`src/rtl/tpcra_pkg.sv`:
```
// ---------------------------------------------------------------------------
// tpcra_pkg
// Shared types and constants of the thermal colorizer with window average.
// ---------------------------------------------------------------------------
package tpcra_pkg;

  // default geometry
  localparam int FRAME_WIDTH_DEF   = 32;
  localparam int FRAME_HEIGHT_DEF  = 32;
  localparam int WINDOW_WIDTH_DEF  = 4;
  localparam int WINDOW_HEIGHT_DEF = 4;

  // field widths
  localparam int RAW_W     = 16;
  localparam int TEMP_W    = 15;
  localparam int OFFSET_W  = 11;
  localparam int ROI_W     = 5;
  localparam int PAL_IDX_W = 11;
  localparam int WORD_W    = 32;
  localparam int DIGIT_W   = 4;
  localparam int CFG_IDX_W = 2;
  localparam int CFG_DATA_W = 11;

  // conversion constants
  localparam int PALETTE_SIZE = 1200;
  localparam int KELVIN_BIAS  = 2732;
  localparam int INDEX_BIAS   = 600;
  localparam int INDEX_MAX    = 1199;
  localparam int TEMP_MAX     = 32767;

  // decimal digits of a TEMP_W-bit value, exact reciprocals
  localparam int DIGIT_BASE     = 10;
  localparam int HUNDRED        = 100;
  localparam int THOUSAND       = 1000;
  localparam int THOUSANDS_MAX  = 9;
  localparam int OVERFLOW_LIMIT = 10000;
  localparam int RECIP_DIG_W    = 16;
  localparam int PROD_DIG_W     = TEMP_W + RECIP_DIG_W;
  localparam logic [RECIP_DIG_W-1:0] DIV10_MUL   = 16'd52429;
  localparam int                     DIV10_SH    = 19;
  localparam logic [RECIP_DIG_W-1:0] DIV100_MUL  = 16'd41944;
  localparam int                     DIV100_SH   = 22;
  localparam logic [RECIP_DIG_W-1:0] DIV1000_MUL = 16'd33555;
  localparam int                     DIV1000_SH  = 25;
  localparam int Q10_W   = 12;
  localparam int Q100_W  = 9;
  localparam int Q1000_W = 6;

  localparam int QUEUE_DEPTH = 2;

  // configuration register indexes
  typedef enum logic [CFG_IDX_W-1:0] {
    REG_CAL_OFFSET = 2'd0,
    REG_ROI_X      = 2'd1,
    REG_ROI_Y      = 2'd2
  } cfg_reg_e;

  localparam logic signed [OFFSET_W-1:0] CAL_OFFSET_RST = '0;
  localparam logic [ROI_W-1:0]           ROI_RST        = 5'd15;

  typedef enum logic {
    ACT_LOAD  = 1'b0,
    ACT_PIXEL = 1'b1
  } action_e;

  typedef struct packed {
    action_e                     action;
    logic [PAL_IDX_W-1:0]        palette_index;
    logic [WORD_W-1:0]           palette_word;
    logic signed [RAW_W-1:0]     raw_temp;
  } in_item_t;

  typedef struct packed {
    logic [TEMP_W-1:0]  celsius_tenths;
    logic [WORD_W-1:0]  color_word;
    logic               frame_end;
    logic [TEMP_W-1:0]  roi_average;
    logic [DIGIT_W-1:0] digit_thousands;
    logic [DIGIT_W-1:0] digit_hundreds;
    logic [DIGIT_W-1:0] digit_tens;
    logic [DIGIT_W-1:0] digit_ones;
    logic               average_overflow;
  } out_item_t;

  // classified work handed from front to back
  typedef struct packed {
    logic                 is_pixel;
    logic [PAL_IDX_W-1:0] pal_index;   // write address for loads, read address for pixels
    logic [WORD_W-1:0]    pal_word;
    logic [TEMP_W-1:0]    temp;
    logic                 last;
  } task_t;

endpackage

```
`src/rtl/tpcra_queue.sv`:
```
// ---------------------------------------------------------------------------
// tpcra_queue
// Short FIFO decoupling the front from the back pipeline.
// ---------------------------------------------------------------------------
module tpcra_queue #(
  parameter int DATA_W = 1
) (
  input  logic              clk,
  input  logic              rst,
  input  logic              push_valid,
  output logic              push_ready,
  input  logic [DATA_W-1:0] push_data,
  input  logic              pop,
  output logic              pop_valid,
  output logic [DATA_W-1:0] pop_data
);

  import tpcra_pkg::*;

  localparam int PTR_W = (QUEUE_DEPTH > 1) ? $clog2(QUEUE_DEPTH) : 1;
  localparam int CNT_W = $clog2(QUEUE_DEPTH + 1);

  logic [DATA_W-1:0] slots [QUEUE_DEPTH];
  logic [PTR_W-1:0]  wr_ptr;
  logic [PTR_W-1:0]  rd_ptr;
  logic [CNT_W-1:0]  count;
  logic              do_push;
  logic              do_pop;

  assign push_ready = (count != CNT_W'(QUEUE_DEPTH));
  assign pop_valid  = (count != '0);
  assign pop_data   = slots[rd_ptr];
  assign do_push    = push_valid && push_ready;
  assign do_pop     = pop && pop_valid;

  always_ff @(posedge clk) begin
    if (do_push) begin
      slots[wr_ptr] <= push_data;
    end
  end

  always_ff @(posedge clk) begin
    if (rst) begin
      wr_ptr <= '0;
      rd_ptr <= '0;
      count  <= '0;
    end else begin
      if (do_push) begin
        wr_ptr <= (wr_ptr == PTR_W'(QUEUE_DEPTH - 1)) ? '0 : wr_ptr + 1'b1;
      end
      if (do_pop) begin
        rd_ptr <= (rd_ptr == PTR_W'(QUEUE_DEPTH - 1)) ? '0 : rd_ptr + 1'b1;
      end
      case ({do_push, do_pop})
        2'b10:   count <= count + 1'b1;
        2'b01:   count <= count - 1'b1;
        default: count <= count;
      endcase
    end
  end

endmodule

```
`config.mk`:
```
export PLATFORM = sky130hd
export DESIGN_NAME = tpcra_queue
export DESIGN_NICKNAME = d
export VERILOG_FILES = /design/src/rtl/tpcra_pkg.sv /design/src/rtl/tpcra_queue.sv
export SDC_FILE = /design/constraint.sdc
export NUM_CORES = 1
export LEC_CHECK = 0
export ABC_AREA = 1
export BUFFER_PORTS_ARGS = -buffer_cell sky130_fd_sc_hd__clkbuf_2
export CORE_AREA = 2 2 39 41
export DETAILED_ROUTE_END_ITERATION = 7
export DIE_AREA = 0 0 41 43
export MAX_ROUTING_LAYER = met4
export SETUP_SLACK_MARGIN = 0.2
export SLEW_MARGIN = 20
export SYNTH_ARGS = -nofsm -noshare
export SYNTH_HDL_FRONTEND = slang
export SYNTH_SLANG_ARGS = --single-unit
export TNS_END_PERCENT = 20
```
`constraint.sdc`:
```
create_clock -name clk -period 1.35 [get_ports clk]
set_input_delay 0 -clock clk [delete_from_list [all_inputs] [get_ports clk]]
set_output_delay 0 -clock clk [all_outputs]
set_load 0.02 [all_outputs]
```
-- After elaboration in Yosys (flattened, before gate mapping)
Memory sizes are Yosys's and may differ from the RTL's. A register that Yosys moved wholly into a read port is not among the register bits.
Cells that the tools add are included.
W data, S select, Z words.
- register bits: 4
- RAM bits: 2
- output and inout bits: 3
- logic and storage cells: 22
- memories kept: 1
- memory list (name ; depth ; width ; rd ports ; clocked after memory_dff ; write ports ; RTL line ; source):
    slots ; 2 ; 1 ; 1 ; 1 ; 1 ; tpcra_queue.sv:23 ; logic [DATA_W-1:0] slots [QUEUE_DEPTH];
- $add $sub $neg: 4
- equality and inequality tests: 3
- muxes and demuxes: 7
- reduce and logical (&&, ||, !) cells: 4
- operators with widths (operator ; number):
    $mux W1 ; 6
    $pmux W2 S2 ; 1
    $reduce_bool A2 Y1 ; 2
    $add A1 B1 Y1 const B ; 2
    $add A2 B1 Y2 const B ; 1
    $eq A2 B1 Y1 const B ; 1
    $eq A2 B2 Y1 const B ; 1
    $logic_and A1 B1 Y1 ; 2
    $ne A2 B2 Y1 const B ; 1
    $sub A2 B1 Y2 const B ; 1

-- Longest topological paths before layout
- word-level depth: 4
- depth in mapped cells: 10
- depth with buffers taken out: 10

-- Least setup slack after synthesis
OpenSTA, ideal clock, no wires.
- kind: reg2reg
- start point: register count[0]
- end point: register count[1]
- setup time: 0.064 ns
- arrival: 1.243 ns
- path slack: 0.044 ns
- stages on the path, launching flop included: 10
- path buffers: 0
- clock period less this slack: 1.306 ns
- cell sequence: dfxtp_1 -> inv_2 -> nand2_2 -> nand2_4 -> ha_1 -> inv_1 -> nand2_1 -> nor2_1 -> nor2_1 -> nor2_1
- longest elaborated chain between the ends: 4
- elaborated cells on any way between the ends: 10
- ends and longest elaborated chain (element ; RTL line ; source):
    start, declared ; tpcra_queue.sv:26 ; logic [CNT_W-1:0] count;
    start signal, assigned ; tpcra_queue.sv:55 ; 2'b10: count <= count + 1'b1;
    start signal, assigned ; tpcra_queue.sv:56 ; 2'b01: count <= count - 1'b1;
    start signal, assigned ; tpcra_queue.sv:57 ; default: count <= count;
    $ne A2 B2 Y1 (*) ; tpcra_queue.sv:30 ; assign push_ready = (count != CNT_W'(QUEUE_DEPTH));
    named net push_ready ; tpcra_queue.sv:11 ; output logic push_ready,
    $logic_and A1 B1 Y1 (*) ; tpcra_queue.sv:33 ; assign do_push = push_valid && push_ready;
    $eq A2 B1 Y1 / $eq A2 B2 Y1 (equally long branches) ; tpcra_queue.sv:54 ; case ({do_push, do_pop})
    $pmux W2 S2 / $reduce_bool A2 Y1 (equally long branches) ; -- ;
The timed path passes the listed nets; every way through them passes the cells marked *.
A chain may end at the register's enable or synchronous reset.

-- Final worst setup path
- start point: register count[1]
- end point: register count[1]
- longest elaborated chain between the ends: 4
- elaborated cells on any way between the ends: 10
- ends and longest elaborated chain (element ; RTL line ; source):
    $reduce_bool A2 Y1 (*) ; tpcra_queue.sv:31 ; assign pop_valid = (count != '0);
    $logic_and A1 B1 Y1 (*) ; tpcra_queue.sv:34 ; assign do_pop = pop && pop_valid;
    named net do_pop ; tpcra_queue.sv:28 ; logic do_pop;
    $eq A2 B1 Y1 / $eq A2 B2 Y1 (equally long branches) ; tpcra_queue.sv:54 ;
    $pmux W2 S2 / $reduce_bool A2 Y1 (equally long branches) ; -- ;
Marks and branches as above.

==> qor.yml <==
outcome: "finished, final reports clean"
worstRegToRegCells: 10
syn-num-nets: 47
fmax_ghz: 0.844
cp_top_family: "flip-flops"
irDropWorstVdd_v: 0.000565
ant_nets: 0
min_path_type: "primary input to flip-flop"
synth.area.top_cells: "dfxtp_1 29%, edfxtp_1 17%, nor2_1 9.7%"
cts.sinks: 7
crit_top_cell: "nor2_1"
required_ns: 1.50
synth.cell_area_sq_um: 349
drt_pass1_iterations: 2
fin_setup_tns_ns: 0
layout.nets: 64
viasPerCell: 4.15
insertedDiodeCount: 0
slew_viol_final: 0
clock_skew_ns: 0.00224
layout-drive-gt1-share_pct: 49.1
core_sq_mm: 0.00138
synthCells: 41
overflow: 0
yosys.area.top_type_share_pct: 28.7
worst_slack_ns: 0.164
routed_wl_microns: 564
dp_slack_ns: 0.118
crit_cells: 10
vias: 303
wl_per_cell_microns: 7.73
dieWidth_microns: 41
io-pin-count: 8
grt_pass1_wl_microns: 966
endpoint_kind: "flip-flop"
critPathArrivalTime_ns: 1.33
slew_headroom_pct: 90.5
rsz0062_at_grt: "true"
drc: 0
synth_warnings: 0
fin_total_pwr_w: 0.000877
fin_crit_sh_pct: 87.8
critPathCapture: "count[1]$_SDFFE_PP0P_"
cp_max_fo: 4
io_buffer_count: 7
yosys_register_bits: 7
drtIter0Drc: 3
crit_type: "flip-flop to flip-flop"
cts_inserted_buffers: 3
clkTransAtPathRegs_ns: 0.05
cp_slowest_stage_delay_ns: 0.36
cts_htree_levels: 1
start_util_pct: 25.2
tightest_slew_ns: 0.141
path_buf_inv: 3
clk_latency_ns: 0.25
reg2reg_from: "count[1]$_SDFFE_PP0P_"
grt_pass1_vias: 257
grt_max_degree: 5
cp_slowest_cell: "dfxtp_4"
avgSynthCellArea_sq_um: 8.51
path_cells: "inv_2 -> nand2_4 -> nand2_4 -> clkinv_4 -> ha_4 -> inv_2 -> nand2_1 -> nor2_1 -> nor2_1 -> nor2_1"
synth_top_cell_by_area: "dfxtp_1"
hold_viol: 0
grt_antenna_before_repair: 0
area_growth_pct: 41.9
cap_violations: 0
gp_congestion: 0.797
setup_viol: 0
rrSetupSlack_ns: 0.16
clockRootBuffer: "clkbuf_4"
die_h_microns: 43
row_count: 14
power_density_mw_per_mm2: 1770
p_leak_nw: 0.230
yosysSeqAreaShare_pct: 45.9
gr-usage-all-layers_pct: 9.06
final.min_clock_period_ns: 1.19
startpoint_type: "flip-flop"
reg2reg_to: "count[1]$_SDFFE_PP0P_"
cts_tree: "done"
ctsLongestPathBuffers: 2
dp_hpwl_microns: 436
die_area_sq_mm: 0.00176
crit_path_start: "count[1]$_SDFFE_PP0P_"
ys_types: 17
-- cells by family after synthesis --
kind of cell	count (synthesis)	share of synthesized area, %
flops	7	45.9
mux	1	3.23
simple gates	19	29.0
buf+inv	8	10.0
fa+ha+maj	1	3.58
compound gates	5	8.24
-- area by class of cell --
cell class	count	area [sq um]
inverter	8	37.5
sequential	7	165
multi-input combinational	26	171
tap	16	20.0
fill	159	888
timing repair buffer	12	75.1
clock buffer	4	26.3
-- metrics by stage --
step	hold slack, ns	cells	area [sq um]	utilization (%)
after floorplan	0.0989	41	372	-
after global placement	0.197	64	427	30.8
after detailed placement	0.201	64	427	30.8
after CTS	0.0471	73	495	35.8
after global routing	0.0713	73	495	35.8
final	0.0515	73	495	35.8
-- timing repair --
action                     4_1_cts  5_1_grt
buffers inserted                 4        0
hold buffers                     1        0
resized for setup                1        0
setup endpoints to repair        2        2
pin swaps                        4        0
hold endpoints to repair         2        0
-- worst min path at each step --
stage | from | slack, ns | endpoint | cells past startpoint
floorplan | push_data | 0.1 | slots[0]$_DFFE_PP_ | 0
detailed placement | push_data | 0.20 | slots[0]$_DFFE_PP_ | 1
finish | push_valid | 0.05 | wr_ptr$_SDFFE_PP0P_ | 3
global route | rst | 0.07 | flip-flop | 4
CTS | push_valid | 0.05 | wr_ptr$_SDFFE_PP0P_ | 3
global placement | push_data | 0.20 | slots[0]$_DFFE_PP_ | 1
-- where the power goes --
group          total (W)  internal, W  switching (W)  leakage, nW
combinational   0.000381     0.000173       0.000209        0.154
clock           0.000189     0.000113      0.0000761       0.0150
sequential      0.000307     0.000269      0.0000371       0.0610
total           0.000877     0.000555       0.000322        0.230
-- cells in the mapped netlist (all sizes together) --
library cell	count
nor2	10
nand2	8
inv	7
dfxtp	5
o21ai	3
a21oi	2
edfxtp	2
clkinv	1
ha	1
mux2	1
nand4	1
-- worst min-delay path, delay by kind of cell --
kind | cells | cell delay, ns
compound gates | 1 | 0.07
buf+inv | 1 | 0.11
simple gates | 1 | 0.08
-- cell usage in the layout (no fill, tap or decap), types with 2 or more instances in the layout --
| cell type | synthesis | routed |
|---|---|---|
| nor2_1 | 9 | 9 |
| clkbuf_2 | 0 | 7 |
| nand2_4 | 3 | 4 |
| inv_1 | 5 | 4 |
| nand2_1 | 4 | 4 |
| buf_4 | 0 | 4 |
| dfxtp_1 | 5 | 3 |
| clkbuf_4 | 0 | 3 |
| inv_2 | 2 | 2 |
| a21oi_1 | 2 | 2 |
| edfxtp_1 | 2 | 2 |
-- metal layers --
metal	vias up	wire length (microns)	part of all wire [%]	track usage (%)
met4	0	29	5.1	12.0
li1	161	-	-	-
met1	129	268	48	11.3
met5	-	0	0	-
met2	9	237	42	10.0
met3	4	29	5.1	1.57
No activity file was read; power rests on OpenSTA's default activity.
